==> config.mk <==
export PLATFORM = sky130hd
export DESIGN_NAME = sorted_deadline_timer_queue_flat
export DESIGN_NICKNAME = d
export VERILOG_FILES = /design/src/hw/rtl/sdtq_pkg.sv /design/src/hw/rtl/sdtq_cmd_if.sv /design/src/hw/rtl/sdtq_res_if.sv /design/src/hw/rtl/sdtq_cell.sv /design/src/hw/rtl/sorted_deadline_timer_queue.sv /design/src/flat_wrapper.sv
export VERILOG_INCLUDE_DIRS = /design/src /design/src/hw/rtl
export SDC_FILE = /design/constraint.sdc
export NUM_CORES = 2
export LEC_CHECK = 0
export ABC_CLOCK_PERIOD_IN_PS = 7800
export BUFFER_PORTS_ARGS = -buffer_cell sky130_fd_sc_hd__buf_2
export CORE_MARGIN = 2
export CORE_UTILIZATION = 40
export DETAILED_ROUTE_END_ITERATION = 8
export SYNTH_ARGS = -nofsm -noshare
export SYNTH_HDL_FRONTEND = slang
export SYNTH_SLANG_ARGS = --single-unit
==> constraint.sdc <==
create_clock -name clk -period 7.8 [get_ports clk]
set_input_delay 0.39 -clock clk [delete_from_list [all_inputs] [get_ports clk]]
set_output_delay 0.39 -clock clk [all_outputs]
set_load 0.005 [all_outputs]
==> src/hw/rtl/sorted_deadline_timer_queue_macros.svh <==
// assertion macros for the sorted deadline timer queue
// expects clk and rst_n in the scope where a macro is used
`ifndef SORTED_DEADLINE_TIMER_QUEUE_MACROS_SVH
`define SORTED_DEADLINE_TIMER_QUEUE_MACROS_SVH

// consequent must hold in the same cycle as the antecedent
`define SDTQ_ASSERT_SAME(lbl, ante, cons, msg) \
    lbl: assert property (@(posedge clk) disable iff (!rst_n) (ante) |-> (cons)) else $error(msg);

// consequent must hold in the cycle after the antecedent
`define SDTQ_ASSERT_NEXT(lbl, ante, cons, msg) \
    lbl: assert property (@(posedge clk) disable iff (!rst_n) (ante) |=> (cons)) else $error(msg);

`endif

==> src/hw/rtl/sdtq_pkg.sv <==
// shared types and constants of the sorted deadline timer queue
// no dependencies
package sdtq_pkg;

    localparam int TAG_W = 8;
    localparam int DUR_W = 16;
    localparam int KIND_W = 2;
    localparam int MAX_RESULTS = 16;
    localparam int CNT_W = $clog2(MAX_RESULTS + 1);

    localparam logic ACTION_ADD = 1'b0;
    localparam logic ACTION_TICK = 1'b1;

    localparam logic [KIND_W-1:0] KIND_ADD = 2'd0;
    localparam logic [KIND_W-1:0] KIND_FIRED = 2'd1;
    localparam logic [KIND_W-1:0] KIND_NONE = 2'd2;

    localparam logic STATUS_OK = 1'b0;
    localparam logic STATUS_FULL = 1'b1;

    typedef struct packed {
        logic [DUR_W-1:0] period;
        logic [TAG_W-1:0] tag;
    } entry_info_t;

    // command from the sequencer to every cell of the chain
    typedef struct packed {
        logic ins;
        logic pop;
    } cell_ctl_t;

    typedef struct packed {
        logic [KIND_W-1:0] kind;
        logic [TAG_W-1:0]  fired_tag;
        logic              status;
        logic [DUR_W-1:0]  next_due_in;
        logic              is_last;
    } res_pay_t;

endpackage

==> src/hw/rtl/sdtq_cmd_if.sv <==
// input channel of the timer queue: add or tick items
// depends on sdtq_pkg
interface sdtq_cmd_if;
    import sdtq_pkg::*;

    logic                valid;
    logic                ready;
    logic                action;
    logic [TAG_W-1:0]    task_tag;
    logic [DUR_W-1:0]    delay;
    logic [DUR_W-1:0]    period;

    modport source (output valid, action, task_tag, delay, period, input ready);
    modport sink (input valid, action, task_tag, delay, period, output ready);
endinterface

==> src/hw/rtl/sdtq_res_if.sv <==
// result channel of the timer queue
// depends on sdtq_pkg
interface sdtq_res_if;
    import sdtq_pkg::*;

    logic                valid;
    logic                ready;
    logic [KIND_W-1:0]   kind;
    logic [TAG_W-1:0]    fired_tag;
    logic                status;
    logic [DUR_W-1:0]    next_due_in;
    logic                is_last;

    modport source (output valid, kind, fired_tag, status, next_due_in, is_last, input ready);
    modport sink (input valid, kind, fired_tag, status, next_due_in, is_last, output ready);
endinterface

==> src/hw/rtl/sdtq_cell.sv <==
// one slot of the sorted chain: holds a timer, shifts right on insert, left on pop
// depends on sdtq_pkg
module sdtq_cell #(
    parameter int TIME_WIDTH = 32
) (
    input  logic                    clk,
    input  logic                    rst_n,
    input  sdtq_pkg::cell_ctl_t     ctl,
    input  logic [TIME_WIDTH-1:0]   new_dl,
    input  sdtq_pkg::entry_info_t   new_info,
    input  logic [TIME_WIDTH-1:0]   prev_dl,
    input  sdtq_pkg::entry_info_t   prev_info,
    input  logic                    prev_occ,
    input  logic                    prev_go,
    input  logic [TIME_WIDTH-1:0]   next_dl,
    input  sdtq_pkg::entry_info_t   next_info,
    input  logic                    next_occ,
    output logic [TIME_WIDTH-1:0]   dl,
    output sdtq_pkg::entry_info_t   info,
    output logic                    occ,
    output logic                    go
);
    import sdtq_pkg::*;

    logic [TIME_WIDTH-1:0] dl_reg;
    logic [TIME_WIDTH-1:0] dl_next;
    entry_info_t           info_reg;
    entry_info_t           info_next;
    logic                  occ_reg;
    logic                  occ_next;
    logic [TIME_WIDTH-1:0] diff;

    // new timer goes at or in front of this slot when the slot is empty or the new one is strictly earlier
    assign diff = new_dl - dl_reg;
    assign go = !occ_reg || diff[TIME_WIDTH-1];

    always_comb
    begin
        dl_next = dl_reg;
        info_next = info_reg;
        occ_next = occ_reg;
        priority if (ctl.ins && go && !prev_go)
        begin
            dl_next = new_dl;
            info_next = new_info;
            occ_next = 1'b1;
        end
        else if (ctl.ins && go)
        begin
            dl_next = prev_dl;
            info_next = prev_info;
            occ_next = prev_occ;
        end
        else if (ctl.pop)
        begin
            dl_next = next_dl;
            info_next = next_info;
            occ_next = next_occ;
        end
        else
        begin
            dl_next = dl_reg;
            info_next = info_reg;
            occ_next = occ_reg;
        end
    end

    always_ff @(posedge clk)
    begin
        dl_reg <= dl_next;
        info_reg <= info_next;
    end

    always_ff @(posedge clk or negedge rst_n)
    begin
        if (!rst_n)
        begin
            occ_reg <= 1'b0;
        end
        else
        begin
            occ_reg <= occ_next;
        end
    end

    assign dl = dl_reg;
    assign info = info_reg;
    assign occ = occ_reg;
endmodule

==> src/hw/rtl/sorted_deadline_timer_queue.sv <==
// top level of the sorted deadline timer queue: sequencer, time base, result register
// depends on sdtq_pkg, sdtq_cmd_if, sdtq_res_if, sdtq_cell and the macros header
//
//  channel | dir | carries
//  --------+-----+---------------------------------------------------
//  cmd     | in  | action, task_tag, delay, period
//  res     | out | kind, fired_tag, status, next_due_in, is_last
//
// an add goes through the insert and output states; a tick makes one shift pass of the
// cell chain per pop of a timer fired and per re-insert of a periodic one, with at most
// MAX_RESULTS timers fired per tick.
// reset clears the occupancy of every cell at once; no clearing pass.
// results wait in a single output register; while it is held the sequencer waits.
module sorted_deadline_timer_queue #(
    parameter int QUEUE_DEPTH = 16,
    parameter int TIME_WIDTH = 32
) (
    input  logic   clk,
    input  logic   rst_n,
    sdtq_cmd_if.sink   cmd,
    sdtq_res_if.source res
);
    import sdtq_pkg::*;

    `include "sorted_deadline_timer_queue_macros.svh"

    localparam logic [2:0] ST_IDLE    = 3'd0;
    localparam logic [2:0] ST_ADD_INS = 3'd1;
    localparam logic [2:0] ST_ADD_OUT = 3'd2;
    localparam logic [2:0] ST_CHECK   = 3'd3;
    localparam logic [2:0] ST_REINS   = 3'd4;

    logic [2:0]            state_reg, state_next;
    logic [TIME_WIDTH-1:0] now_reg, now_next;
    logic [CNT_W-1:0]      k_reg, k_next;
    logic                  pend_valid_reg, pend_valid_next;
    logic [TAG_W-1:0]      pend_tag_reg, pend_tag_next;
    logic [TIME_WIDTH-1:0] new_dl_reg, new_dl_next;
    entry_info_t           new_info_reg, new_info_next;
    logic                  full_reg, full_next;
    logic                  out_valid_reg;
    res_pay_t              out_pay_reg;

    cell_ctl_t             ctl;
    logic                  emit;
    res_pay_t              emit_pay;
    logic                  out_free;

    logic [TIME_WIDTH-1:0] dl_q [QUEUE_DEPTH];
    entry_info_t           info_q [QUEUE_DEPTH];
    logic [QUEUE_DEPTH-1:0] occ;
    logic [QUEUE_DEPTH-1:0] go;

    // cell chain
    for (genvar i = 0; i < QUEUE_DEPTH; i++)
    begin : g_cell
        logic [TIME_WIDTH-1:0] p_dl, n_dl;
        entry_info_t           p_info, n_info;
        logic                  p_occ, p_go, n_occ;

        if (i == 0)
        begin : g_first
            assign p_dl = new_dl_reg;
            assign p_info = new_info_reg;
            assign p_occ = 1'b0;
            assign p_go = 1'b0;
        end
        else
        begin : g_mid
            assign p_dl = dl_q[i-1];
            assign p_info = info_q[i-1];
            assign p_occ = occ[i-1];
            assign p_go = go[i-1];
        end

        if (i == QUEUE_DEPTH - 1)
        begin : g_last
            assign n_dl = new_dl_reg;
            assign n_info = new_info_reg;
            assign n_occ = 1'b0;
        end
        else
        begin : g_inner
            assign n_dl = dl_q[i+1];
            assign n_info = info_q[i+1];
            assign n_occ = occ[i+1];
        end

        sdtq_cell #(
            .TIME_WIDTH (TIME_WIDTH)
        ) u_cell (
            .clk       (clk),
            .rst_n     (rst_n),
            .ctl       (ctl),
            .new_dl    (new_dl_reg),
            .new_info  (new_info_reg),
            .prev_dl   (p_dl),
            .prev_info (p_info),
            .prev_occ  (p_occ),
            .prev_go   (p_go),
            .next_dl   (n_dl),
            .next_info (n_info),
            .next_occ  (n_occ),
            .dl        (dl_q[i]),
            .info      (info_q[i]),
            .occ       (occ[i]),
            .go        (go[i])
        );
    end

    // head timing
    logic [TIME_WIDTH-1:0] head_ahead;
    logic [TIME_WIDTH-1:0] head_behind;
    logic                  head_due;
    logic [DUR_W-1:0]      next_due;

    assign head_ahead = dl_q[0] - now_reg;
    assign head_behind = now_reg - dl_q[0];
    assign head_due = occ[0] && !head_behind[TIME_WIDTH-1]
                      && (k_reg < CNT_W'(MAX_RESULTS));

    always_comb
    begin
        if (!occ[0])
        begin
            next_due = '0;
        end
        else if (head_ahead[TIME_WIDTH-1] || head_ahead == '0)
        begin
            next_due = DUR_W'(1);
        end
        else if (|head_ahead[TIME_WIDTH-1:DUR_W])
        begin
            next_due = '1;
        end
        else
        begin
            next_due = head_ahead[DUR_W-1:0];
        end
    end

    assign out_free = !out_valid_reg || res.ready;
    assign cmd.ready = (state_reg == ST_IDLE);

    // sequencer
    always_comb
    begin
        state_next = state_reg;
        now_next = now_reg;
        k_next = k_reg;
        pend_valid_next = pend_valid_reg;
        pend_tag_next = pend_tag_reg;
        new_dl_next = new_dl_reg;
        new_info_next = new_info_reg;
        full_next = full_reg;
        ctl = '0;
        emit = 1'b0;
        emit_pay = '0;
        unique case (state_reg)
            ST_IDLE:
            begin
                if (cmd.valid)
                begin
                    if (cmd.action == ACTION_ADD)
                    begin
                        new_dl_next = now_reg + TIME_WIDTH'(cmd.delay);
                        new_info_next.period = cmd.period;
                        new_info_next.tag = cmd.task_tag;
                        full_next = occ[QUEUE_DEPTH-1];
                        state_next = ST_ADD_INS;
                    end
                    else
                    begin
                        now_next = now_reg + TIME_WIDTH'(1);
                        k_next = '0;
                        pend_valid_next = 1'b0;
                        state_next = ST_CHECK;
                    end
                end
            end
            ST_ADD_INS:
            begin
                ctl.ins = !full_reg;
                state_next = ST_ADD_OUT;
            end
            ST_ADD_OUT:
            begin
                if (out_free)
                begin
                    emit = 1'b1;
                    emit_pay.kind = KIND_ADD;
                    emit_pay.fired_tag = new_info_reg.tag;
                    emit_pay.status = full_reg ? STATUS_FULL : STATUS_OK;
                    emit_pay.next_due_in = next_due;
                    emit_pay.is_last = 1'b1;
                    state_next = ST_IDLE;
                end
            end
            ST_CHECK:
            begin
                if (head_due)
                begin
                    // the previous fired item is sent once another one follows
                    if (out_free || !pend_valid_reg)
                    begin
                        if (pend_valid_reg)
                        begin
                            emit = 1'b1;
                            emit_pay.kind = KIND_FIRED;
                            emit_pay.fired_tag = pend_tag_reg;
                            emit_pay.status = STATUS_OK;
                        end
                        pend_valid_next = 1'b1;
                        pend_tag_next = info_q[0].tag;
                        ctl.pop = 1'b1;
                        k_next = k_reg + CNT_W'(1);
                        new_dl_next = now_reg + TIME_WIDTH'(info_q[0].period);
                        new_info_next = info_q[0];
                        state_next = (info_q[0].period != '0) ? ST_REINS : ST_CHECK;
                    end
                end
                else if (out_free)
                begin
                    emit = 1'b1;
                    emit_pay.kind = pend_valid_reg ? KIND_FIRED : KIND_NONE;
                    emit_pay.fired_tag = pend_valid_reg ? pend_tag_reg : '0;
                    emit_pay.status = STATUS_OK;
                    emit_pay.next_due_in = next_due;
                    emit_pay.is_last = 1'b1;
                    pend_valid_next = 1'b0;
                    state_next = ST_IDLE;
                end
            end
            ST_REINS:
            begin
                ctl.ins = 1'b1;
                state_next = ST_CHECK;
            end
            default:
            begin
                state_next = ST_IDLE;
            end
        endcase
    end

    always_ff @(posedge clk or negedge rst_n)
    begin
        if (!rst_n)
        begin
            state_reg <= ST_IDLE;
            now_reg <= '0;
            k_reg <= '0;
            pend_valid_reg <= 1'b0;
            out_valid_reg <= 1'b0;
        end
        else
        begin
            state_reg <= state_next;
            now_reg <= now_next;
            k_reg <= k_next;
            pend_valid_reg <= pend_valid_next;
            if (emit)
            begin
                out_valid_reg <= 1'b1;
            end
            else if (res.ready)
            begin
                out_valid_reg <= 1'b0;
            end
        end
    end

    always_ff @(posedge clk)
    begin
        pend_tag_reg <= pend_tag_next;
        new_dl_reg <= new_dl_next;
        new_info_reg <= new_info_next;
        full_reg <= full_next;
        if (emit)
        begin
            out_pay_reg <= emit_pay;
        end
    end

    assign res.valid = out_valid_reg;
    assign res.kind = out_pay_reg.kind;
    assign res.fired_tag = out_pay_reg.fired_tag;
    assign res.status = out_pay_reg.status;
    assign res.next_due_in = out_pay_reg.next_due_in;
    assign res.is_last = out_pay_reg.is_last;

    // occupied slots stay packed from the head
    `SDTQ_ASSERT_SAME(a_packed, 1'b1, ((occ >> 1) & ~occ) == '0, "occupied slots not packed")
    // an insert never lands on a full chain
    `SDTQ_ASSERT_SAME(a_ins_room, ctl.ins, !occ[QUEUE_DEPTH-1], "insert into full queue")
    // a pop always removes a timer and bumps the fired count
    `SDTQ_ASSERT_NEXT(a_pop_count, ctl.pop, k_reg == $past(k_reg) + CNT_W'(1), "fired count off")
endmodule

==> src/flat_wrapper.sv <==
// flat-port wrapper written by rule: the top's interface ports become plain ports
module sorted_deadline_timer_queue_flat import sdtq_pkg::*;
#(
    parameter int QUEUE_DEPTH = 16,
    parameter int TIME_WIDTH = 32
)
  (clk, rst_n, cmd_valid, cmd_action, cmd_task_tag, cmd_delay, cmd_period, cmd_ready, res_valid, res_kind, res_fired_tag, res_status, res_next_due_in, res_is_last, res_ready);
  sdtq_cmd_if cmd_i ();
  sdtq_res_if res_i ();
  input  logic clk;
  input  logic rst_n;
  input wire logic [$bits(cmd_i.valid)-1:0] cmd_valid;
  input wire logic [$bits(cmd_i.action)-1:0] cmd_action;
  input wire logic [$bits(cmd_i.task_tag)-1:0] cmd_task_tag;
  input wire logic [$bits(cmd_i.delay)-1:0] cmd_delay;
  input wire logic [$bits(cmd_i.period)-1:0] cmd_period;
  output wire logic [$bits(cmd_i.ready)-1:0] cmd_ready;
  output wire logic [$bits(res_i.valid)-1:0] res_valid;
  output wire logic [$bits(res_i.kind)-1:0] res_kind;
  output wire logic [$bits(res_i.fired_tag)-1:0] res_fired_tag;
  output wire logic [$bits(res_i.status)-1:0] res_status;
  output wire logic [$bits(res_i.next_due_in)-1:0] res_next_due_in;
  output wire logic [$bits(res_i.is_last)-1:0] res_is_last;
  input wire logic [$bits(res_i.ready)-1:0] res_ready;
  assign cmd_i.valid = cmd_valid;
  assign cmd_i.action = cmd_action;
  assign cmd_i.task_tag = cmd_task_tag;
  assign cmd_i.delay = cmd_delay;
  assign cmd_i.period = cmd_period;
  assign cmd_ready = cmd_i.ready;
  assign res_valid = res_i.valid;
  assign res_kind = res_i.kind;
  assign res_fired_tag = res_i.fired_tag;
  assign res_status = res_i.status;
  assign res_next_due_in = res_i.next_due_in;
  assign res_is_last = res_i.is_last;
  assign res_i.ready = res_ready;
  sorted_deadline_timer_queue #(.QUEUE_DEPTH(QUEUE_DEPTH), .TIME_WIDTH(TIME_WIDTH)) u_core (.clk(clk), .rst_n(rst_n), .cmd(cmd_i), .res(res_i));
endmodule
==> Word level (Yosys, flattened, before mapping) <==
Cells that the tools add are included.
{ "classes": {"n_reduce_logical": 116, "n_eq_ne": 11, "shift": 0, "n_div": 0, "mux": 193, "add_sub_neg": 22, "magnitude_cmp": 1, "n_mul": 0, "bitwise_logic": 1} }
{ "ops": {"columns": ["op", "count"], "rows": [
  ["$mux 32", 51],
  ["$mux 24", 51],
  ["$sub 32x32->32", 18],
  ["$add 32x16->32", 2],
  ["$pmux 32 s2", 1],
  ["$mux 1", 62],
  ["$pmux 28 s2", 1],
  ["$mux 16", 3],
  ["$pmux 24 s2", 1],
  ["$reduce_bool 3->1", 15],
  ["$logic_not 1->1", 35],
  ["$logic_and 1x1->1", 33],
  ["$add 32x1->32 const B", 1],
  ["$logic_not 32->1", 1],
  ["$mux 28", 1],
  ["$mux 26", 1],
  ["$mux 11", 2],
  ["$mux 5", 4],
  ["$logic_or 1x1->1", 19],
  ["$mux 17", 1],
  ["$reduce_bool 16->1", 1],
  ["$reduce_or 16->1", 1],
  ["$mux 3", 5],
  ["$pmux 3 s5", 1],
  ["20 further kinds", 33]
]} }
{ "totals": {"reg_bits": 1047, "mem_bits_rw": 0, "memories": 0, "wordCells": 423, "rom_bits": 0, "in_bits": 45, "latch_bits": 0} }

==> Logic depth before layout (Yosys ltp) <==
{ "depth": {"ltp_word": 9, "mapped_depth": 17, "mapped_depth_nobuf": 15} }

==> By module <==
Synthesis repeated with hierarchy kept, for this count alone.
{ "unflattened": {"cells_unflattened": 5865, "area_unflattened_um2": 71737.6} }
{ "modules_own_cells": {"columns": ["module", "n_inst", "cells_each", "area_each_um2"], "rows": [
  ["sdtq_cell", 16, 305, 3901.2],
  ["sorted_deadline_timer_queue", 1, 985, 9317.7]
]} }

==> Worst setup path before layout <==
Ideal clock, no wire load.
{ "synth_timing": {"path_kind": "register -> register", "from": "register u_core.new_dl_reg[24], in the netlist u_core.g_cell[0].p_dl[24]", "to": "register u_core.g_cell[6].u_cell.dl_reg[0], enable pin", "setup_slack_ps": 516, "t_required_ps": 7253, "path_stages_with_launch": 13, "arrival_time_ps": 6737, "period_less_slack_ps": 7284, "n_path_buf": 3, "path_cell_list": "edfxtp_1 -> ha_1 -> a21o_1 -> a21o_1 -> a211oi_1 -> o21ai_0 -> a211oi_1 -> o21ai_1 -> a21o_1 -> buf_2 -> buf_2 -> buf_2 -> o21ai_0"} }
{ "synth_via": {"elab_chain_len": 5, "word_cells_on_any_way": 8} }
{ "synth_rtl": {"columns": ["item", "line_no", "rtl"], "rows": [
  ["from (decl)", "sorted_deadline_timer_queue.sv:38", "logic [TIME_WIDTH-1:0] new_dl_reg, new_dl_next;"],
  ["from (signal assigned)", "sorted_deadline_timer_queue.sv:276", "new_dl_reg <= new_dl_next;"],
  ["$sub 32x32->32", "sdtq_cell.sv:34", "assign diff = new_dl - dl_reg;"],
  ["$logic_or 1x1->1", "sdtq_cell.sv:35", "assign go = !occ_reg || diff[TIME_WIDTH-1];"],
  ["$logic_and 1x1->1 or $logic_not 1->1 (tied branches)", "sdtq_cell.sv:42, sdtq_cell.sv:48", null],
  ["$logic_and 1x1->1", "sdtq_cell.sv:42", "priority if (ctl.ins && go && !prev_go)"],
  ["$reduce_bool 3->1 (no source line) (*)", null, null],
  ["to (signal assigned)", "sdtq_cell.sv:70", "dl_reg <= dl_next;"],
  ["to (decl)", "sdtq_cell.sv:25", "logic [TIME_WIDTH-1:0] dl_reg;"]
]} }
Mark *: on every way between the ends. The rest lies on a longest branch, timed or not.
A chain may end at the register's enable or synchronous reset.

==> Worst setup path after layout <==
{ "layout_timing": {"from": "register u_core.new_dl_reg[23], in the netlist u_core.g_cell[0].p_dl[23]", "to": "register u_core.g_cell[9].u_cell.info_reg, in the netlist u_core.g_cell[9].u_cell.info[6], enable pin"} }
{ "layout_via": {"elab_chain_len": 5, "word_cells_on_any_way": 8} }
{ "layout_rtl": {"columns": ["item", "line_no", "rtl"], "rows": [
  ["$sub 32x32->32", "sdtq_cell.sv:34", null],
  ["$logic_or 1x1->1", "sdtq_cell.sv:35", null],
  ["$logic_and 1x1->1 or $logic_not 1->1 (tied branches)", "sdtq_cell.sv:42, sdtq_cell.sv:48", null],
  ["$logic_and 1x1->1", "sdtq_cell.sv:42", null],
  ["$reduce_bool 3->1 (no source line) (*)", null, null],
  ["to (signal assigned)", "sdtq_cell.sv:71", "info_reg <= info_next;"],
  ["to (decl)", "sdtq_cell.sv:27", "entry_info_t info_reg;"]
]} }
Marks and branches as above.

==> metrics.yaml <==
place:
  detailedPlacementHpwl_um: 145000
  gp_routability_congestion: 0.885
  dp_cells: 9148
  postPlaceCellArea_um2: 73800
  io_buffer_count: 74
routing:
  drt_iter0_drc: 4331
  detail_route.drc_violations: 0
  via_count: 55200
  routed_wire_length_um: 202000
  drtPass1Iterations: 5
  vias_per_cell: 5.88
  ant_nets: 0
  routed_wire_length_per_instance_um: 21.5
clock_network:
  post_cts.repair.setup_buffers: 0
  cts_tree: "built"
  clk-insertion-delay-late_ns: 0.76
  cts.clk_slew.worst_paths_ns: 0.06
  ctsLongestPathBuffers: 3
  cts_inserted_buffers: 119
  htreeDepth: 3
  clock_sinks: 1047
  clock-root-buffer: "sky130_fd_sc_hd__clkbuf_16"
grt:
  global_route_wire_length_before_repair_um: 316000
  grt_util_met1: 0.283
  grt_start_max_net_pins: 222
  use_met2: 0.373
  busiest_layer: "met2"
  grt_use_met3: 0.0196
  grt_pass1_vias: 56100
  grt_total_usage: 0.216
  antenna_found_initial: 0
  gr-total-overflow: 0
floorplan:
  floorplan.core_area_um2: 176000
  std_cell_rows: 154
  initial_cell_density_of_the_core: 0.404
  ios: 75
  die_x_um: 426
  floorplan.die_area_um2: 182000
  die_h_um: 426
setup_path:
  r2r-end: "u_core.g_cell[9].u_cell.info[6]$_DFFE_PP_"
  critical_path_class: "register to register"
  worst_ep_required_time_ns: 8.20
  critical_path.endpoint_type: "register"
  regToRegSetupSlack_ns: 2.46
  cp-start-kind: "register"
  ff2ff_path_depth: 12
  cp-endpoint: "u_core.g_cell[9].u_cell.info[6]$_DFFE_PP_"
  rr_startpoint: "u_core.g_cell[0].p_dl[23]$_DFFE_PP_"
  crit_fanout: 66
  worstPathArrival_ns: 5.74
  worst_setup_path_startpoint: "u_core.g_cell[0].p_dl[23]$_DFFE_PP_"
timing:
  fin_crit_sh: 0.684
  timing_worst_slew_pin_value_ns: 1.15
  setup_viol: 0
  finClkSkew_ns: 0.0404
  final_hold_viol_count: 0
  drv_slew: 0
  fin_setup_tns_ns: 0
  finalWorstPathRequiredPeriod_ns: 5.34
  achievable-frequency_mhz: 187
  finalHoldWorstSlack_ns: 0.0352
  grt_setup_unrepaired: "no"
  worst_slew_margin_relative_to_its_limit: 0.231
logic_synthesis:
  ys_types: 89
  yosysTopAreaCell: "sky130_fd_sc_hd__edfxtp_1"
  postSynthNetCount: 7731
  post_syn_area_um2: 71300
  syn_area_per_cell_um2: 10.0
  seq_area_frac_synth: 0.437
  top_flip_flop_cell_by_instance_count_after_synthesis: "sky130_fd_sc_hd__edfxtp_1"
  proportion_of_register_bits_with_asynchronous_set_or_reset_after_synthesis: 0.0554
  synth_top_cells_by_area: "sky130_fd_sc_hd__edfxtp_1 42%, sky130_fd_sc_hd__ha_1 9.9%, sky130_fd_sc_hd__mux2i_1 8.1%"
  yosys_warnings: 0
  syn_inst: 7124
  synth_enable_flop_cells: 989
  netlist.area_leader.share: 0.417
  postSynthRegisterBits: 1047
finish:
  final_nets: 7560
  fillCellCount: 16900
  multi_input_comb_area_um2: 36100
  largest_reg_flops: 512
  mostFrequentLayoutCells: "989 x sky130_fd_sc_hd__edfxtp_1, 576 x sky130_fd_sc_hd__mux2i_1, 570 x sky130_fd_sc_hd__inv_1"
  mostFrequentLayoutCell: "sky130_fd_sc_hd__edfxtp_1"
  syn_to_final_growth_pct: 9.65
  ratio_of_cells_with_drive_above_1_in_the_final_layout: 0.103
  finalNonFillerCells: 9399
  seqCellArea_um2: 31200
  cell_area_after_layout_um2: 78100
status:
  result_of_the_run: "finished, final reports clean"
pwr:
  power.leakage_nw: 31.7
  power.ir.vdd_worst_mv: 0.211
  power-per-cell-area_nw_per_um2: 373
hold_path:
  hold_path_class: "primary input to register"
flow_run:
  drv_cap: 0
==> worst min-delay path by stage <==
stage,start,endpoint,depth (start not counted)
after floorplan,rst_n,u_core.g_cell[0].u_cell.occ$_DFFE_PN0P_,0
after global placement,u_core.g_cell[0].u_cell.info[1]$_DFFE_PP_,u_core.pend_tag_reg[1]$_DFFE_PP_,0
after detailed placement,u_core.g_cell[0].u_cell.info[1]$_DFFE_PP_,u_core.pend_tag_reg[1]$_DFFE_PP_,0
after CTS,cmd_period[2],u_core.g_cell[0].p_info[10]$_DFFE_PP_,3
after global routing,cmd_period[2],u_core.g_cell[0].p_info[10]$_DFFE_PP_,3
final,cmd_period[1],u_core.g_cell[0].p_info[9]$_DFFE_PP_,3
==> kinds of logic after synthesis <==
group | synth area share
xor+xnor | 0.0123
mux | 0.116
flops | 0.437
simple gates | 0.114
compound gates | 0.161
fa+ha+maj | 0.0988
buf+inv | 0.0610
==> power by group <==
part	switching [mW]	leakage [nW]	internal (mW)	total, mW
combinational	8.18	19.9	4.93	13.1
clock	2.51	2.00	3.47	5.97
sequential	1.29	9.80	8.74	10.0
==> cell type report <==
cell class	count	share of cell area
multi-input cells	4980	0.463
flip-flops and latches	1047	0.399
clock buffers	153	0.0414
well taps	2340	0.0375
inverters	572	0.0275
repair buffers	233	0.0211
clock inverters	73	0.0111
diodes	1	0.0000320
==> Yosys cell counts, drive strengths merged (15+ instances only) <==
cell	number
ha	561
dfrtp	58
or3	44
nor2b	51
o21a	58
o22ai	15
xor2	30
or2	17
and3	23
mux2i	579
nand2	564
a211oi	23
a21oi	451
edfxtp	989
xnor2	70
nand2b	35
o41ai	57
o211ai	26
nand4	154
clkbuf	368
or3b	51
buf	157
mux2	217
o221ai	38
nor2	296
o32ai	57
o311ai	58
inv	571
o31a	33
nand3	203
nor4	26
a31oi	104
o21ai	638
a21o	183
nor3	157
==> metal layers <==
layer | up-vias | wire [µm]
met1 | 27500 | 89000
met3 | 312 | 7620
met5 | - | 0
met2 | 1260 | 99100
met4 | 0 | 5970
li1 | 26100 | -
==> what timing repair did <==
action                    in CTS  in global routing
hold endpoints to repair      81                  0
gates resized for setup        0                  0
hold buffers                  24                  0
==> per-stage QoR <==
stage / worst slack (ns) / power, mW / utilization
2_1_floorplan: 0.516 / 19.4 / -
3_3_place_gp: 2.57 / 22.8 / 0.418
3_5_place_dp: 2.53 / 23.1 / 0.418
4_1_cts: 2.54 / 29.2 / 0.443
5_1_grt: 2.15 / 31.0 / 0.443
6_report: 2.46 / 29.1 / 0.443
==> worst max-delay path: stages, from the launching register on <==
cell	delay, ns
sky130_fd_sc_hd__edfxtp_1	0.45
sky130_fd_sc_hd__buf_4	0.30
sky130_fd_sc_hd__ha_1	0.25
sky130_fd_sc_hd__a21o_1	0.17
sky130_fd_sc_hd__a21o_1	0.17
sky130_fd_sc_hd__a21o_1	0.16
sky130_fd_sc_hd__a21o_1	0.17
sky130_fd_sc_hd__a221oi_1	0.73
sky130_fd_sc_hd__a31oi_1	0.18
sky130_fd_sc_hd__and3b_4	0.84
sky130_fd_sc_hd__nand2b_2	0.99
sky130_fd_sc_hd__nand2_2	0.05
sky130_fd_sc_hd__buf_4	0.40
Note: power is estimated with default switching activity, not from simulation.
